--- config.mk ---
export PLATFORM = sky130hd
export DESIGN_NAME = lsdk_mod
export DESIGN_NICKNAME = d
export VERILOG_FILES = /design/src/lsdk_pkg.sv /design/src/lsdk_mod.sv
export SDC_FILE = /design/constraint.sdc
export NUM_CORES = 1
export LEC_CHECK = 0
export BUFFER_PORTS_ARGS = -buffer_cell sky130_fd_sc_hd__buf_4
export CAP_MARGIN = 20
export CORE_UTILIZATION = 35
export CTS_CLUSTER_DIAMETER = 200
export DETAILED_ROUTE_END_ITERATION = 10
export PLACE_DENSITY = 0.61
export SYNTH_ARGS = -nofsm -noshare
export SYNTH_HDL_FRONTEND = slang
export SYNTH_SLANG_ARGS = --single-unit
--- constraint.sdc ---
create_clock -name clk -period 11.4 [get_ports clk]
set_input_delay 0.57 -clock clk [delete_from_list [all_inputs] [get_ports clk]]
set_output_delay 0.57 -clock clk [all_outputs]
set_load 0.01 [all_outputs]
--- src/lsdk_pkg.sv ---
// Shared types and constants for the longest divisible subarray block.
// Used by lsdk_mod, lsdk_table and longest_subarray_sum_div_k; depends on nothing.
package lsdk_pkg;

    localparam int MODULUS_MAX = 1024;
    localparam int LENGTH_MAX  = 65536;

    localparam int VALUE_W  = 32;
    localparam int RES_W    = $clog2(MODULUS_MAX);
    localparam int MOD_W    = RES_W + 1;
    localparam int IDX_W    = $clog2(LENGTH_MAX);
    localparam int LEN_W    = IDX_W + 1;
    localparam int EPOCH_W  = 8;

    // Serial remainder unit: quotient bits retired per cycle and steps per pass.
    localparam int BITS_PER_STEP = 4;
    localparam int MOD_STEPS     = VALUE_W / BITS_PER_STEP;
    localparam int STEP_CNT_W    = $clog2(MOD_STEPS);

    localparam int OUT_DATA_W = LEN_W + 1;
    localparam int OUT_TDATA_W = ((OUT_DATA_W + 7) / 8) * 8;
    localparam int OUT_PAD_W  = OUT_TDATA_W - OUT_DATA_W;

    // One table entry: the array epoch in which it was written and the first index.
    typedef struct packed {
        logic [EPOCH_W-1:0] epoch;
        logic [IDX_W-1:0]   first_index;
    } entry_t;

    typedef struct packed {
        logic              wr_en;
        logic [RES_W-1:0]  addr;
        entry_t            wdata;
    } tbl_req_t;

    typedef enum logic [2:0] {
        ST_CLEAR,
        ST_IDLE,
        ST_MOD_VAL,
        ST_MOD_SUM,
        ST_LOOKUP,
        ST_UPDATE,
        ST_EMIT
    } state_t;

endpackage

--- src/lsdk_mod.sv ---
// Serial remainder unit: dividend mod k, several quotient bits per cycle.
// Depends on lsdk_pkg.
module lsdk_mod
(
    input  logic                           clk,
    input  logic                           rst_n,
    input  logic                           start,
    input  logic [lsdk_pkg::VALUE_W-1:0]   dividend,
    input  logic [lsdk_pkg::MOD_W-1:0]     k,
    output logic                           done,
    output logic [lsdk_pkg::RES_W-1:0]     rem
);

    logic [lsdk_pkg::VALUE_W-1:0]    dvd_reg, dvd_next;
    logic [lsdk_pkg::RES_W-1:0]      rem_reg, rem_next;
    logic [lsdk_pkg::MOD_W-1:0]      k_reg, k_next;
    logic [lsdk_pkg::STEP_CNT_W-1:0] cnt_reg, cnt_next;
    logic                            busy_reg, busy_next;
    logic                            done_reg, done_next;
    logic [lsdk_pkg::RES_W-1:0]      rem_step;

    // Restoring remainder: shift in one dividend bit, subtract k when it fits.
    always_comb
    begin
        logic [lsdk_pkg::MOD_W-1:0] acc;
        logic [lsdk_pkg::MOD_W-1:0] t;
        acc = {1'b0, rem_reg};
        for (int s = 0; s < lsdk_pkg::BITS_PER_STEP; s++)
        begin
            t = {acc[lsdk_pkg::RES_W-1:0], dvd_reg[lsdk_pkg::VALUE_W-1-s]};
            acc = (t >= k_reg) ? (t - k_reg) : t;
        end
        rem_step = acc[lsdk_pkg::RES_W-1:0];
    end

    always_comb
    begin
        dvd_next  = dvd_reg;
        rem_next  = rem_reg;
        k_next    = k_reg;
        cnt_next  = cnt_reg;
        busy_next = busy_reg;
        done_next = 1'b0;
        if (start)
        begin
            dvd_next  = dividend;
            rem_next  = '0;
            k_next    = k;
            cnt_next  = '0;
            busy_next = 1'b1;
        end
        else if (busy_reg)
        begin
            dvd_next = dvd_reg << lsdk_pkg::BITS_PER_STEP;
            rem_next = rem_step;
            cnt_next = cnt_reg + lsdk_pkg::STEP_CNT_W'(1);
            if (cnt_reg == lsdk_pkg::STEP_CNT_W'(lsdk_pkg::MOD_STEPS - 1))
            begin
                busy_next = 1'b0;
                done_next = 1'b1;
            end
        end
    end

    always_ff @(posedge clk or negedge rst_n)
    begin
        if (!rst_n)
        begin
            busy_reg <= 1'b0;
            done_reg <= 1'b0;
            cnt_reg  <= '0;
        end
        else
        begin
            busy_reg <= busy_next;
            done_reg <= done_next;
            cnt_reg  <= cnt_next;
        end
    end

    always_ff @(posedge clk)
    begin
        dvd_reg <= dvd_next;
        rem_reg <= rem_next;
        k_reg   <= k_next;
    end

    assign done = done_reg;
    assign rem  = rem_reg;

    a_rem_below_k: assert property (@(posedge clk) disable iff (!rst_n)
        done_reg |-> ({1'b0, rem_reg} < k_reg))
        else $error("remainder not below the divisor");

    a_start_busy: assert property (@(posedge clk) disable iff (!rst_n)
        start |=> (busy_reg && !done_reg))
        else $error("remainder unit did not start");

    a_finish: assert property (@(posedge clk) disable iff (!rst_n)
        (busy_reg && !start
         && cnt_reg == lsdk_pkg::STEP_CNT_W'(lsdk_pkg::MOD_STEPS - 1))
        |=> (done_reg && !busy_reg))
        else $error("remainder unit did not finish on the last step");

endmodule

==> reports/qor.csv <==
stage;metric;value;unit
outcome;status;completed;
min_path;Hold Path Class;in -> async;
drt;final WL;11.6;mm
grt;grt total ovfl;0;
timing;clk_skew;0.00715;ns
synth;cell with the most instances after synthesis;ha_1;
layout;layout filler cell count;1260;
floorplanning;die height;117;um
worst_setup_path;CP delay by family, top;compound AO/OA/AOI/OAI gates;
clock_network;Clock Sinks;58;
drt;Via-to-Cell Ratio;5.27;
synth;syn_nets;539;
grt;initial antenna violation count;0;
synth;Top FF cell, synth;edfxtp_1;
grt;first-pass GRT wire length;19.1;mm
timing;Final Hold Viols;0;
floorplanning;Core Rows;41;
layout;Post-layout nets;596;
timing;fin crit period;8.73;ns
place;Post-DP HPWL;8.93;mm
worst_setup_path;R2R Path Start;k_reg[0];
synth;Synth area leader;edfxtp_1;
clock_network;Root Buffer;clkbuf_16;
grt;vias in the first global route;3684;
worst_setup_path;CP startpoint kind;flop;
synth;syn avg cell area;10.4;um2
drt;Routed Antenna Nets;0;
synth;Distinct cells, synth;67;
synth;ys async rst share;8.62;%
synth;Post-Syn Area;4600;um2
worst_setup_path;Slowest Stage Delay on Critical Path;0.66;ns
clock_network;Worst-Skew Late Latency;0.32;ns
layout;share of layout cells above drive strength 1;25.5;%
timing;Setup TNS;0;ns
drt;wire length per cell;17.1;um
layout;multi-input combinational cell area;2770;um2
flow_run;Max Cap Viol;0;
grt;gr usage total;18.6;%
floorplanning;Initial Utilization;36.1;%
worst_setup_path;crit path from;k_reg[0];
clock_network;post-cts sizing count;0;
grt;pin count of the biggest net entering global routing;56;
clock_network;Post-CTS Setup Bufs;0;
synth;Post-synth EDFFs;43;
place;port bufs;56;
drt;via count;3571;
layout;number of flip-flops in the largest register;32;
floorplanning;core area;12700;um2
layout;Area growth syn-to-layout;19.8;%
clock_network;clock-pin slew on the worst setup and hold paths;0.06;ns
clock_network;deepest clock path buffer count;2;
layout;Ant. Diodes;0;
drt;Residual DRC;0;
place;placed cell area;5190;um2
clock_network;H-Tree Depth;3;
clock_network;CTS Buf Count;9;
worst_setup_path;Setup Crit Path Kind;reg -> reg;
timing;Final Max Tran Viols;0;
timing;final setup vio count;0;
floorplanning;Die ar.;13600;um2
layout;Final Cell Area;5510;um2
synth;YS warnings;0;
drt;DR pass1 iterations;4;
worst_setup_path;critical path buffer and inverter count;3;
floorplanning;Ports;57;
layout;final core occ;43.3;%
layout;register area;1620;um2
clock_network;CTS tree;yes;
worst_setup_path;crit path DAT;8.94;ns
clock_network;Post-CTS Hold Buffers;0;
timing;Worst-Margin Slew;0.867;ns
synth;post-synth top area share;28.1;%
timing;RSZ-0062 raised after global routing;false;
synth;post-synthesis sequential area ratio;35.2;%
floorplanning;die width;117;um
worst_setup_path;Worst Path Required;11.61;ns
worst_setup_path;Worst path slowest cell;nor2_1;
synth;commonest cells in the netlist;ha_1 (46), edfxtp_1 (43), inv_1 (38);
synth;Cells after Synth;443;
timing;worst hold slack;0.0425;ns
synth;top cells by area, synth;edfxtp_1 (28%), ha_1 (13%), mux2_2 (8.6%);
timing;Max Fclk;115;MHz
drt;Starting DRT DRC Count;231;
timing;post-route clock period utilization;76.6;%
worst_setup_path;critical path endpoint category;flop;
timing;slew margin rel.;42.0;%
synth;Synth Register Bits;58;
place;GP Congestion;0.950;
worst_setup_path;peak fanout along the critical path;15;
==> path summary, 6_finish.rpt <==
check / slack (ns) / cells past startpoint / endpoint
worst max-delay path: 2.67 / 35 / rem[9]
min in group clk: 0.43 / 1 / k_reg[3]
worst min-delay path: 0.04 / 1 / cnt_reg[1]
worst max register to register: 2.67 / 35 / rem[9]
worst min register to register: 0.53 / 2 / cnt_reg[1]
max in group asynchronous: 11.25 / 1 / cnt_reg[2]
==> area by class of cell <==
| cell class | count | share of cell area (%) |
|---|---|---|
| multi-input combinational | 334 | 50.3 |
| sequential | 58 | 29.3 |
| timing repair buffer | 59 | 8.04 |
| clock buffer | 11 | 4.41 |
| tap | 172 | 3.91 |
| inverter | 38 | 2.59 |
| clock inverter | 5 | 1.41 |
==> layout by cell type (no fill, tap or decap), drive strengths merged, types with 3 or more instances in the layout <==
cell type  instances
a21o              12
a21oi             25
mux2              38
o31ai              6
nand4              6
inv               38
nand3              4
nor2b              3
ha                46
nand2b             7
and2               9
o21bai             9
xor2              14
clkinv             3
edfxtp            43
a211o              3
a311oi             5
dfxtp             10
xnor2             16
buf               59
o21ai             20
fa                 4
mux2i             11
o221a              3
nand2             23
nor3               9
nor2              28
a211oi             7
clkbuf            11
dfrtp              5
==> kinds of logic after synthesis <==
family | share of synthesized area, %
AO/OA/AOI/OAI | 18.0
AND/OR/NAND/NOR | 9.99
flip-flops | 35.2
buffers and inverters | 4.55
adder cells (fa/ha/maj) | 14.3
multiplexers | 12.3
XOR/XNOR | 5.72
==> routing by layer <==
metal  GRT usage, %  share of wire (%)
met1           23.6                 45
met3           4.05                4.9
met5              0                  0
met2           30.8                 47
met4           7.34                3.0
==> stage by stage <==
| step | std cells | setup slack (ns) |
|---|---|---|
| finish | 677 | 2.67 |
| detailed placement | 661 | 2.82 |
| CTS | 677 | 2.76 |
| global placement | 661 | 2.97 |
| floorplan | 443 | 4.06 |
| global route | 677 | 2.21 |
Power is left out: the tool's default activity adds up to more than one toggle a clock period on the data nets, which glitch-free logic cannot reach.
